**config.mk**
```make
export PLATFORM = sky130hd
export DESIGN_NAME = k_nearest_sorted_queue_flat
export DESIGN_NICKNAME = d
export VERILOG_FILES = /design/src/design/kns_pkg.sv /design/src/design/kns_if.sv /design/src/design/kns_ctrl.sv /design/src/design/kns_dp.sv /design/src/design/k_nearest_sorted_queue.sv /design/src/flat_wrapper.sv
export SDC_FILE = /design/constraint.sdc
export NUM_CORES = 2
export LEC_CHECK = 0
export BUFFER_PORTS_ARGS = -buffer_cell sky130_fd_sc_hd__buf_2
export CAP_MARGIN = 30
export CORE_MARGIN = 2
export CORE_UTILIZATION = 47
export DETAILED_ROUTE_END_ITERATION = 8
export GPL_TIMING_DRIVEN = 0
export PLACE_DENSITY = 0.74
export SYNTH_ARGS = -nofsm -noshare
export SYNTH_HDL_FRONTEND = slang
export SYNTH_SLANG_ARGS = --single-unit
```
**constraint.sdc**
```tcl
create_clock -name clock -period 10.65 [get_ports clock]
set_input_delay 2.13 -clock clock [delete_from_list [all_inputs] [get_ports clock]]
set_output_delay 2.13 -clock clock [all_outputs]
set_load 0.01 [all_outputs]
```
**src/design/kns_pkg.sv**
```systemverilog
// shared types and constants for the k-nearest sorted queue
package kns_pkg;

   // widths fixed by the item fields
   localparam int unsigned CNT_W    = 5;
   localparam int unsigned MODE_W   = 2;
   localparam int unsigned STATUS_W = 2;
   localparam int unsigned SLOT_W   = 4;
   localparam int unsigned WORD_W   = 32;

   // slots built into the list
   localparam int unsigned MAX_NEIGHBOURS = 16;

   // readout emits at most this many slots
   localparam logic [CNT_W-1:0] READ_LIMIT = 5'd16;

   // k after reset
   localparam logic [CNT_W-1:0] K_RESET = 5'd16;

   // distance that stands for an empty slot
   localparam logic [WORD_W-1:0] DIST_INF = '1;

   // request modes
   localparam logic [MODE_W-1:0] MODE_INSERT  = 2'd0;
   localparam logic [MODE_W-1:0] MODE_CLEAR   = 2'd1;
   localparam logic [MODE_W-1:0] MODE_READOUT = 2'd2;

   // response status codes
   localparam logic [STATUS_W-1:0] STATUS_INSERTED = 2'd0;
   localparam logic [STATUS_W-1:0] STATUS_REJECTED = 2'd1;
   localparam logic [STATUS_W-1:0] STATUS_CLEARED  = 2'd2;
   localparam logic [STATUS_W-1:0] STATUS_READOUT  = 2'd3;

   // commands from controller to datapath
   typedef struct packed {
      logic             load_insert;
      logic             load_clear;
      logic             load_read;
      logic             read_last;
      logic [CNT_W-1:0] read_addr;
   } cmd_type;

   // status from datapath to controller
   typedef struct packed {
      logic [CNT_W-1:0] read_len;
   } stat_type;

endpackage

```
**src/design/kns_if.sv**
```systemverilog
// request and response channel interfaces

// request channel: one candidate, clear or readout order per beat
interface kns_req_if;
   logic                                valid;
   logic                                ready;
   logic [kns_pkg::MODE_W-1:0]          mode;
   logic [kns_pkg::WORD_W-1:0]          point_id;
   logic [kns_pkg::WORD_W-1:0]          distance;

   modport source (output valid, output mode, output point_id, output distance,
                   input ready);
   modport sink   (input valid, input mode, input point_id, input distance,
                   output ready);
endinterface

// response channel: one result per beat
interface kns_rsp_if;
   logic                                valid;
   logic                                ready;
   logic [kns_pkg::STATUS_W-1:0]        status;
   logic [kns_pkg::SLOT_W-1:0]          slot;
   logic [kns_pkg::WORD_W-1:0]          out_index;
   logic [kns_pkg::WORD_W-1:0]          out_distance;
   logic                                entry_valid;
   logic [kns_pkg::CNT_W-1:0]           fill_count;
   logic                                last;

   modport source (output valid, output status, output slot, output out_index,
                   output out_distance, output entry_valid, output fill_count,
                   output last, input ready);
   modport sink   (input valid, input status, input slot, input out_index,
                   input out_distance, input entry_valid, input fill_count,
                   input last, output ready);
endinterface

```
**src/design/kns_ctrl.sv**
```systemverilog
// controller: request acceptance, readout sequencing and response valid
module kns_ctrl (
   input  logic                        clock,
   input  logic                        reset,
   input  logic                        req_valid,
   input  logic [kns_pkg::MODE_W-1:0]  req_mode,
   output logic                        req_ready,
   input  logic                        rsp_ready,
   output logic                        rsp_valid,
   input  kns_pkg::stat_type           stat,
   output kns_pkg::cmd_type            cmd
);

   localparam logic [0:0] ST_IDLE = 1'b0;
   localparam logic [0:0] ST_READ = 1'b1;

   logic [0:0]                 state_ff, state_in;
   logic [kns_pkg::CNT_W-1:0]  rd_ff, rd_in;
   logic                       valid_ff, valid_in;
   logic                       out_free;
   logic                       accept;
   logic                       rd_last;

   // output register can take a beat this cycle
   assign out_free  = !valid_ff || rsp_ready;
   assign req_ready = (state_ff == ST_IDLE) && out_free;
   assign accept    = req_valid && req_ready;
   assign rd_last   = (kns_pkg::CNT_W'(rd_ff + 1'b1) == stat.read_len);
   assign rsp_valid = valid_ff;

   // next state and commands
   always_comb begin
      state_in = state_ff;
      rd_in    = rd_ff;
      valid_in = valid_ff && !rsp_ready;
      cmd      = '0;
      cmd.read_addr = rd_ff;
      cmd.read_last = rd_last;
      case (state_ff)
         ST_IDLE: begin
            if (accept) begin
               case (req_mode)
                  kns_pkg::MODE_INSERT: begin
                     cmd.load_insert = 1'b1;
                     valid_in        = 1'b1;
                  end
                  kns_pkg::MODE_CLEAR: begin
                     cmd.load_clear = 1'b1;
                     valid_in       = 1'b1;
                  end
                  kns_pkg::MODE_READOUT: begin
                     state_in = ST_READ;
                     rd_in    = '0;
                  end
                  default: begin
                     // unused mode is dropped without a result
                  end
               endcase
            end
         end
         ST_READ: begin
            if (out_free) begin
               cmd.load_read = 1'b1;
               valid_in      = 1'b1;
               rd_in         = kns_pkg::CNT_W'(rd_ff + 1'b1);
               if (rd_last) begin
                  state_in = ST_IDLE;
               end
            end
         end
         default: begin
            state_in = ST_IDLE;
         end
      endcase
   end

   // control registers
   always_ff @(posedge clock) begin
      if (reset) begin
         state_ff <= ST_IDLE;
         rd_ff    <= '0;
         valid_ff <= 1'b0;
      end else begin
         state_ff <= state_in;
         rd_ff    <= rd_in;
         valid_ff <= valid_in;
      end
   end

endmodule

```
**src/design/kns_dp.sv**
```systemverilog
// datapath: sorted slot array, fill count, k register and response payload
module kns_dp (
   input  logic                          clock,
   input  logic                          reset,
   input  logic                          csr_write_enable,
   input  logic [kns_pkg::CNT_W-1:0]     csr_write_data,
   input  logic [kns_pkg::WORD_W-1:0]    req_point_id,
   input  logic [kns_pkg::WORD_W-1:0]    req_distance,
   input  kns_pkg::cmd_type              cmd,
   output kns_pkg::stat_type             stat,
   output logic [kns_pkg::STATUS_W-1:0]  rsp_status,
   output logic [kns_pkg::SLOT_W-1:0]    rsp_slot,
   output logic [kns_pkg::WORD_W-1:0]    rsp_out_index,
   output logic [kns_pkg::WORD_W-1:0]    rsp_out_distance,
   output logic                          rsp_entry_valid,
   output logic [kns_pkg::CNT_W-1:0]     rsp_fill_count,
   output logic                          rsp_last
);

   localparam int unsigned MAX_NEIGHBOURS = kns_pkg::MAX_NEIGHBOURS;
   localparam int unsigned CW = kns_pkg::CNT_W;
   localparam int unsigned WW = kns_pkg::WORD_W;

   // clamp a k value to 1..capacity
   function automatic logic [CW-1:0] clamp_k(input logic [CW-1:0] kv);
      logic [CW-1:0] r;
      r = kv;
      if (kv == '0) begin
         r = CW'(1);
      end else if (32'(kv) > MAX_NEIGHBOURS) begin
         r = CW'(MAX_NEIGHBOURS);
      end
      return r;
   endfunction

   logic [WW-1:0]                 dist_ff [MAX_NEIGHBOURS];
   logic [WW-1:0]                 dist_in [MAX_NEIGHBOURS];
   logic [WW-1:0]                 idx_ff  [MAX_NEIGHBOURS];
   logic [WW-1:0]                 idx_in  [MAX_NEIGHBOURS];
   logic [CW-1:0]                 k_ff, k_in;
   logic [CW-1:0]                 cnt_ff, cnt_in;
   logic [CW-1:0]                 k_eff;
   logic [CW-1:0]                 k_new;
   logic [MAX_NEIGHBOURS-1:0]     le;
   logic [CW-1:0]                 pos;
   logic                          full;
   logic                          reject;
   logic                          write_slots;
   logic [WW-1:0]                 sel_dist;
   logic [WW-1:0]                 sel_idx;
   logic                          rd_valid;

   logic [kns_pkg::STATUS_W-1:0]  status_ff, status_in;
   logic [kns_pkg::SLOT_W-1:0]    slot_ff, slot_in;
   logic [WW-1:0]                 oidx_ff, oidx_in;
   logic [WW-1:0]                 odist_ff, odist_in;
   logic                          ev_ff, ev_in;
   logic [CW-1:0]                 fill_ff, fill_in;
   logic                          last_ff, last_in;

   assign k_eff = clamp_k(k_ff);
   assign k_new = clamp_k(csr_write_data);
   assign stat.read_len = (k_eff > kns_pkg::READ_LIMIT) ? kns_pkg::READ_LIMIT : k_eff;

   // per-slot compare against the candidate, masked to held entries
   always_comb begin
      for (int i = 0; i < MAX_NEIGHBOURS; i++) begin
         le[i] = (32'(cnt_ff) > i) && (dist_ff[i] <= req_distance);
      end
   end

   // insertion point is the first slot whose entry is not at or below the candidate
   always_comb begin
      pos = cnt_ff;
      for (int i = MAX_NEIGHBOURS - 1; i >= 0; i--) begin
         if (!le[i]) begin
            pos = CW'(i);
         end
      end
   end

   // a full list rejects a candidate that lands past the end
   assign full        = (cnt_ff >= k_eff);
   assign reject      = full && (pos == cnt_ff);
   assign write_slots = cmd.load_insert && !reject;

   // shift network: slots behind the insertion point move down one
   generate
      for (genvar g = 0; g < MAX_NEIGHBOURS; g++) begin : g_slot
         if (g == 0) begin : g_head
            always_comb begin
               dist_in[g] = dist_ff[g];
               idx_in[g]  = idx_ff[g];
               if (pos == '0) begin
                  dist_in[g] = req_distance;
                  idx_in[g]  = req_point_id;
               end
            end
         end else begin : g_body
            always_comb begin
               dist_in[g] = dist_ff[g];
               idx_in[g]  = idx_ff[g];
               if (32'(pos) == g) begin
                  dist_in[g] = req_distance;
                  idx_in[g]  = req_point_id;
               end else if (32'(pos) < g) begin
                  dist_in[g] = dist_ff[g-1];
                  idx_in[g]  = idx_ff[g-1];
               end
            end
         end
         always_ff @(posedge clock) begin
            if (write_slots) begin
               dist_ff[g] <= dist_in[g];
               idx_ff[g]  <= idx_in[g];
            end
         end
      end
   endgenerate

   // readout slot select
   always_comb begin
      sel_dist = '0;
      sel_idx  = '0;
      for (int i = 0; i < MAX_NEIGHBOURS; i++) begin
         if (32'(cmd.read_addr) == i) begin
            sel_dist = dist_ff[i];
            sel_idx  = idx_ff[i];
         end
      end
   end
   assign rd_valid = (cmd.read_addr < cnt_ff);

   // fill count and k register
   always_comb begin
      k_in   = k_ff;
      cnt_in = cnt_ff;
      if (csr_write_enable) begin
         k_in = csr_write_data;
         if (cnt_ff > k_new) begin
            cnt_in = k_new;
         end
      end else if (cmd.load_clear) begin
         cnt_in = '0;
      end else if (write_slots && !full) begin
         cnt_in = CW'(cnt_ff + 1'b1);
      end
   end

   always_ff @(posedge clock) begin
      if (reset) begin
         k_ff   <= kns_pkg::K_RESET;
         cnt_ff <= '0;
      end else begin
         k_ff   <= k_in;
         cnt_ff <= cnt_in;
      end
   end

   // response payload for the next beat
   always_comb begin
      status_in = status_ff;
      slot_in   = slot_ff;
      oidx_in   = oidx_ff;
      odist_in  = odist_ff;
      ev_in     = ev_ff;
      fill_in   = fill_ff;
      last_in   = last_ff;
      if (cmd.load_insert) begin
         status_in = reject ? kns_pkg::STATUS_REJECTED : kns_pkg::STATUS_INSERTED;
         slot_in   = reject ? '0 : pos[kns_pkg::SLOT_W-1:0];
         oidx_in   = '0;
         odist_in  = '0;
         ev_in     = 1'b0;
         fill_in   = cnt_in;
         last_in   = 1'b1;
      end else if (cmd.load_clear) begin
         status_in = kns_pkg::STATUS_CLEARED;
         slot_in   = '0;
         oidx_in   = '0;
         odist_in  = '0;
         ev_in     = 1'b0;
         fill_in   = '0;
         last_in   = 1'b1;
      end else if (cmd.load_read) begin
         status_in = kns_pkg::STATUS_READOUT;
         slot_in   = cmd.read_addr[kns_pkg::SLOT_W-1:0];
         oidx_in   = rd_valid ? sel_idx : '0;
         odist_in  = rd_valid ? sel_dist : kns_pkg::DIST_INF;
         ev_in     = rd_valid;
         fill_in   = cnt_ff;
         last_in   = cmd.read_last;
      end
   end

   always_ff @(posedge clock) begin
      status_ff <= status_in;
      slot_ff   <= slot_in;
      oidx_ff   <= oidx_in;
      odist_ff  <= odist_in;
      ev_ff     <= ev_in;
      fill_ff   <= fill_in;
      last_ff   <= last_in;
   end

   assign rsp_status       = status_ff;
   assign rsp_slot         = slot_ff;
   assign rsp_out_index    = oidx_ff;
   assign rsp_out_distance = odist_ff;
   assign rsp_entry_valid  = ev_ff;
   assign rsp_fill_count   = fill_ff;
   assign rsp_last         = last_ff;

endmodule

```
**src/design/k_nearest_sorted_queue.sv**
```systemverilog
// top level of the k-nearest sorted queue
//
//   channel  dir  handshake      payload
//   req      in   valid/ready    mode, point_id, distance
//   rsp      out  valid/ready    status, slot, out_index, out_distance,
//                                entry_valid, fill_count, last
//   csr      in   write enable   k_in_use (5 bits)
//
// insert and clear load their result into the output register the next cycle, and a
// new request is taken while the previous beat is taken.
// readout emits n = min(k, 16) slots, one slot per cycle while the output register
// is free, through the slot select mux into the output register.
// synchronous reset empties the list and sets k to 16 at once.
// rsp_ready low while a beat is valid holds the output register and blocks new requests.
module k_nearest_sorted_queue (
   input  logic                       clock,
   input  logic                       reset,
   kns_req_if.sink                    req,
   kns_rsp_if.source                  rsp,
   input  logic                       csr_write_enable,
   input  logic [kns_pkg::CNT_W-1:0]  csr_write_data
);

   kns_pkg::cmd_type   cmd;
   kns_pkg::stat_type  stat;

   // sequencing
   kns_ctrl u_ctrl (
      .clock     (clock),
      .reset     (reset),
      .req_valid (req.valid),
      .req_mode  (req.mode),
      .req_ready (req.ready),
      .rsp_ready (rsp.ready),
      .rsp_valid (rsp.valid),
      .stat      (stat),
      .cmd       (cmd)
   );

   // slot array and payload
   kns_dp u_dp (
      .clock            (clock),
      .reset            (reset),
      .csr_write_enable (csr_write_enable),
      .csr_write_data   (csr_write_data),
      .req_point_id     (req.point_id),
      .req_distance     (req.distance),
      .cmd              (cmd),
      .stat             (stat),
      .rsp_status       (rsp.status),
      .rsp_slot         (rsp.slot),
      .rsp_out_index    (rsp.out_index),
      .rsp_out_distance (rsp.out_distance),
      .rsp_entry_valid  (rsp.entry_valid),
      .rsp_fill_count   (rsp.fill_count),
      .rsp_last         (rsp.last)
   );

endmodule
```
**src/flat_wrapper.sv**
```systemverilog
// flat-port wrapper written by rule: the top's interface ports become plain ports
module k_nearest_sorted_queue_flat 
  (clock, reset, csr_write_enable, csr_write_data, req_valid, req_mode, req_point_id, req_distance, req_ready, rsp_valid, rsp_status, rsp_slot, rsp_out_index, rsp_out_distance, rsp_entry_valid, rsp_fill_count, rsp_last, rsp_ready);
  kns_req_if req_i ();
  kns_rsp_if rsp_i ();
  input  logic clock;
  input  logic reset;
  input  logic csr_write_enable;
  input  logic [kns_pkg::CNT_W-1:0] csr_write_data;
  input wire logic [$bits(req_i.valid)-1:0] req_valid;
  input wire logic [$bits(req_i.mode)-1:0] req_mode;
  input wire logic [$bits(req_i.point_id)-1:0] req_point_id;
  input wire logic [$bits(req_i.distance)-1:0] req_distance;
  output wire logic [$bits(req_i.ready)-1:0] req_ready;
  output wire logic [$bits(rsp_i.valid)-1:0] rsp_valid;
  output wire logic [$bits(rsp_i.status)-1:0] rsp_status;
  output wire logic [$bits(rsp_i.slot)-1:0] rsp_slot;
  output wire logic [$bits(rsp_i.out_index)-1:0] rsp_out_index;
  output wire logic [$bits(rsp_i.out_distance)-1:0] rsp_out_distance;
  output wire logic [$bits(rsp_i.entry_valid)-1:0] rsp_entry_valid;
  output wire logic [$bits(rsp_i.fill_count)-1:0] rsp_fill_count;
  output wire logic [$bits(rsp_i.last)-1:0] rsp_last;
  input wire logic [$bits(rsp_i.ready)-1:0] rsp_ready;
  assign req_i.valid = req_valid;
  assign req_i.mode = req_mode;
  assign req_i.point_id = req_point_id;
  assign req_i.distance = req_distance;
  assign req_ready = req_i.ready;
  assign rsp_valid = rsp_i.valid;
  assign rsp_status = rsp_i.status;
  assign rsp_slot = rsp_i.slot;
  assign rsp_out_index = rsp_i.out_index;
  assign rsp_out_distance = rsp_i.out_distance;
  assign rsp_entry_valid = rsp_i.entry_valid;
  assign rsp_fill_count = rsp_i.fill_count;
  assign rsp_last = rsp_i.last;
  assign rsp_i.ready = rsp_ready;
  k_nearest_sorted_queue u_core (.clock(clock), .reset(reset), .req(req_i), .rsp(rsp_i), .csr_write_enable(csr_write_enable), .csr_write_data(csr_write_data));
endmodule
```
==> impl.org <==
** Clock tree
- Longest Clk Path Bufs :: 3
- Postcts setup bufs :: 0
- TritonCTS built the clock tree.
- TritonCTS Buffers :: 111
- The clock tree synthesis step divided the H-tree into 3 levels.
- Cts repair resizes :: 0
- Total of hold buffers inserted after clock tree synthesis :: 0
- At the later pin of the worst-skew pair, clock insertion delay measures 0.77 ns.
- The clock net in this run drives a total of 1118 sinks.
- Clock-pin slew on the worst setup and hold paths :: 0.06 ns
- Root Buffer Master :: clkbuf_16

** Finish
- Of the cells placed in the final design, the portion with a size suffix greater than 1 is 23.5%.
- Summed area of non-filler cells in the final layout :: 0.0736 mm²
- Number of fillers in the final layout :: 11700
- Measured on the finished design, the core utilization comes to 52.8%.
- The area growth from synthesis to layout is 11.7%.
- Final standard cell count with taps included and fillers excluded :: 7677
- Final Net Count :: 6314

** Worst hold path
- Class of the tightest hold or removal check :: reg2reg
- Hold Path Cell Cnt :: 2

** Flow run
- Max Cap Violations :: 0

** Placed design
- Placed inst area :: 0.0699 mm²
- Number of port buffers :: 154
- Number of placed instances with taps included :: 7458
- Routability congestion estimate from global placement :: 1.05
- Worst slack, placed :: 0.551 ns
- Summed over all nets, the half-perimeter wirelength after detailed placement is 183 mm.

** Power
- Net switching component of the power :: 0.00276 W
- Internal power comes to 0.00766 W.
- Pwr dens :: 142 mW/mm²
- For this design the static power due to leakage is 26.2 nW.
- Part of the power in combinational logic :: 12.6%
- Net switching is 26.5% of the power.
- Fraction of power consumed by sequential logic :: 49.1%
- Across the VDD grid, the largest voltage drop is 0.000142 V.
- Part of the power in the clock network :: 38.3%

** GRT
- Number of antenna violations at the first check in global routing :: 16
- First-pass GRT wire length :: 327 mm
- After global routing the overflow that remains totals 0.
- Entering global routing, the biggest net connects 38 pins.
- Across every metal layer, demand over resource in global routing totals 31.2%.
- The via count of the first global-routing pass was 49000.

** Drt
- In the final routed layout, each cell accounts on average for 29.8 µm.
- Detailed routing inserted a total of 50900 vias.
- Number of vias per cell :: 6.63
- ANT nets after route :: 0
- Router iterations before antenna repair :: 6
- Number of design rule violations left after detail routing :: 0
- Summed over all layers, the routed wires come to 229 mm.
- Initial drt markers :: 7612

** Synth
- After synthesis, the netlist uses 87 different library cells.
- Top FF cell, synth :: edfxtp_1
- By area, the combinational part of the netlist is dominated by multiplexers.
- Top post-synthesis cells by area :: edfxtp_1, mux2_2, ha_1
- Share of synthesized registers carrying an async set or reset :: 0%
- Cell area after synthesis :: 0.0659 mm²
- Simple-gate portion of the synthesized area :: 6.49%
- Synth Net Count :: 6005
- The synthesized design contains 1035 enable-type register cells.
- Gate Count Post-Synth :: 5393
- Share of cell area taken by muxes after synthesis :: 15.5%
- After Yosys synthesis, XOR and XNOR cells account for 0.106% of the synthesized area.
- Library cell with the largest summed area after synthesis :: edfxtp_1
- Yosys printed 0 warnings.
- Share of Yosys cell area claimed by the top area cell type :: 47.2%
- The commonest cells after synthesis are edfxtp_1, mux2_2, ha_1.
- The synthesized netlist devotes 10.2% of its cell area to adder and majority cells.
- Complex-gate fraction of the synthesized area :: 15.1%
- Among all cell types in the netlist, the one instantiated most often is edfxtp_1.
- Each instance of the synthesized netlist takes up on average 12.2 µm².
- Post-synthesis sequential area ratio :: 49.7%
- Count of state elements after synthesis :: 1118

** Setup path
- Cell family with the largest share of critical-path delay :: simple AND/OR/NAND/NOR gates
- Largest fanout of any net on the critical path :: 33
- STA classifies the critical path startpoint as an input pin.
- On the critical path, the stage with the largest delay is an instance of nor4_1.
- Measured in cells, the most critical reg-to-reg path has a length of 17.
- Walking the worst path, the cells encountered are buf_2 > inv_1 > ha_1 > nand4_1 > nor4_1 > nand3_1 > o311a_1 > a21oi_1 > nand3_1 > nor4_1 > buf_2 > xnor2_1 > a2bb2oi_1 > o31ai_4 > buf_8 > buf_4 > nor2_4 > buf_12.
- Worst stage delay on the critical path :: 0.89 ns
- Counting buffers and inverters, the worst setup path is 18 cells deep.
- Data arrives at the worst endpoint at 9.92 ns.
- CP Capture Type :: register
- By startpoint and endpoint, the worst setup path is classified as in2reg.
- Required time at the worst-slack endpoint :: 11.09 ns
- Worst path bufs/invs :: 6

** Timing
- Headroom to the max-slew limit :: 22.0%
- Number of endpoints failing setup at the final stage :: 0
- Worst setup skew after layout :: 0.0399 ns
- The routed design could run at a clock period as short as 9.48 ns.
- At the pin with the least slew margin, the transition time is 1.16 ns.
- Of the available clock period, the critical path in the final layout requires 89.0%.
- Once routing completed, OpenROAD measured the worst setup slack at 1.17 ns.
- Final worst hold slack :: 0.448 ns
- Unrepaired setup endpoints after global routing :: no
- Count of endpoints failing hold in the final timing report :: 0
- Fmax :: 106 MHz
- The total count of max-transition violations in the final report was 0.

** Floorplanning
- Die area :: 0.143 mm²
- Std cell rows :: 137
- Die extent in x :: 378 µm
- For this configuration, the core starts out at a cell density of 47.3%.
- Placeable Area :: 0.139 mm²
- 155 I/O pins were placed.
- In this run the vertical extent of the chip is 378 µm.

** Run status
- Outcome :: finished clean
routing by layer:
metal / track usage [%] / up-vias / wire [µm]
met5: 0 / - / 41
met4: 17.4 / 6 / 14000
met3: 6.73 / 585 / 25000
met2: 46.6 / 3220 / 98800
li1: - / 22200 / -
met1: 42.0 / 24900 / 90900
power groups by stage:
stage	Combinational (W)	Sequential (W)	Clock, W
final	0.00131	0.00512	0.00399
after global routing	0.00140	0.00514	0.00415
after CTS	0.00126	0.00512	0.00399
after detailed placement	0.00125	0.00521	0
after global placement	0.00117	0.00523	0
after floorplan	0.000722	0.00520	0
placed cells by master, fill, tap and decap left out, types with 62 or more instances in the layout:
| cell | Yosys | routed |
|---|---|---|
| a211oi_1 | 93 | 93 |
| a21o_1 | 64 | 64 |
| a21oi_1 | 355 | 348 |
| a221o_1 | 68 | 68 |
| a221oi_1 | 125 | 125 |
| a22oi_1 | 62 | 62 |
| buf_2 | 46 | 202 |
| clkbuf_1 | 275 | 303 |
| clkbuf_16 | 0 | 115 |
| dfxtp_1 | 83 | 83 |
| edfxtp_1 | 1035 | 1035 |
| ha_1 | 536 | 536 |
| inv_1 | 84 | 84 |
| mux2_2 | 889 | 889 |
| nand2_1 | 260 | 260 |
| nand3_1 | 79 | 79 |
| nand4_1 | 109 | 109 |
| nor2_1 | 219 | 210 |
| o211ai_1 | 92 | 92 |
| o21ai_0 | 316 | 316 |
| o221ai_1 | 64 | 64 |
state kept, by name, summed over array words and instances (netlist names):
| signal | cells |
|---|---|
| u_core.u_dp.dist_ff | 512 |
| u_core.u_dp.idx_ff | 512 |
| u_core.u_dp.rsp_out_distance | 32 |
| u_core.u_dp.rsp_out_index | 32 |
| u_core.u_ctrl.rd_ff | 5 |
| u_core.u_dp.cnt_ff | 5 |
| u_core.u_dp.k_ff | 5 |
| u_core.u_dp.rsp_fill_count | 5 |
| u_core.u_dp.rsp_slot | 4 |
| u_core.u_dp.rsp_status | 2 |
| u_core.u_ctrl.rsp_valid | 1 |
| u_core.u_ctrl.state_ff | 1 |
| u_core.u_dp.rsp_entry_valid | 1 |
| u_core.u_dp.rsp_last | 1 |
final cells by class:
cell class | count | area (µm²) | share of cell area (%)
Sequential cell | 1118 | 32700 | 44.5
Multi-Input combinational cell | 3816 | 31300 | 42.6
Clock buffer | 149 | 3070 | 4.17
Tap cell | 1876 | 2350 | 3.19
Buffer | 372 | 1620 | 2.20
Timing Repair Buffer | 196 | 1600 | 2.18
Clock inverter | 54 | 519 | 0.706
Inverter | 87 | 327 | 0.444
Antenna cell | 9 | 22.5 | 0.0306
worst reg2reg max path, delay by kind of cell, from the launching register on:
kind	cells	cell delay (ns)
adder cells (fa/ha/maj)	1	0.53
XOR/XNOR	1	0.11
AND/OR/NAND/NOR	5	2.55
AO/OA/AOI/OAI	4	1.71
flip-flops	1	0.64
buffers and inverters	6	2.27
path summary, 6_finish.rpt:
kind                                                 start                                       end  slack [ns]
hold reg to reg   u_core.u_dp.rsp_entry_valid$_SDFFE_PP0P_  u_core.u_dp.rsp_entry_valid$_SDFFE_PP0P_        0.45
setup reg to reg          u_core.u_dp.cnt_ff[1]$_SDFF_PP0_      u_core.u_dp.idx_ff[1][116]$_DFFE_PP_        2.52
setup / recovery                          req_distance[15]      u_core.u_dp.idx_ff[1][116]$_DFFE_PP_        1.17
hold / removal    u_core.u_dp.rsp_entry_valid$_SDFFE_PP0P_  u_core.u_dp.rsp_entry_valid$_SDFFE_PP0P_        0.45
metrics by stage:
stage                      TNS, ns  total power [W]
final                            0           0.0104
after global routing             0           0.0107
after CTS                        0           0.0104
after detailed placement         0          0.00646
after global placement    -2323.17          0.00640
after floorplan                  0          0.00592
logic make-up after synthesis:
group,count (synthesis)
buffers and inverters,459
flip-flops,1118
XOR/XNOR,8
AO/OA/AOI/OAI,1484
AND/OR/NAND/NOR,881
multiplexers,907
adder cells (fa/ha/maj),536
No activity file was read; power rests on OpenSTA's default activity.
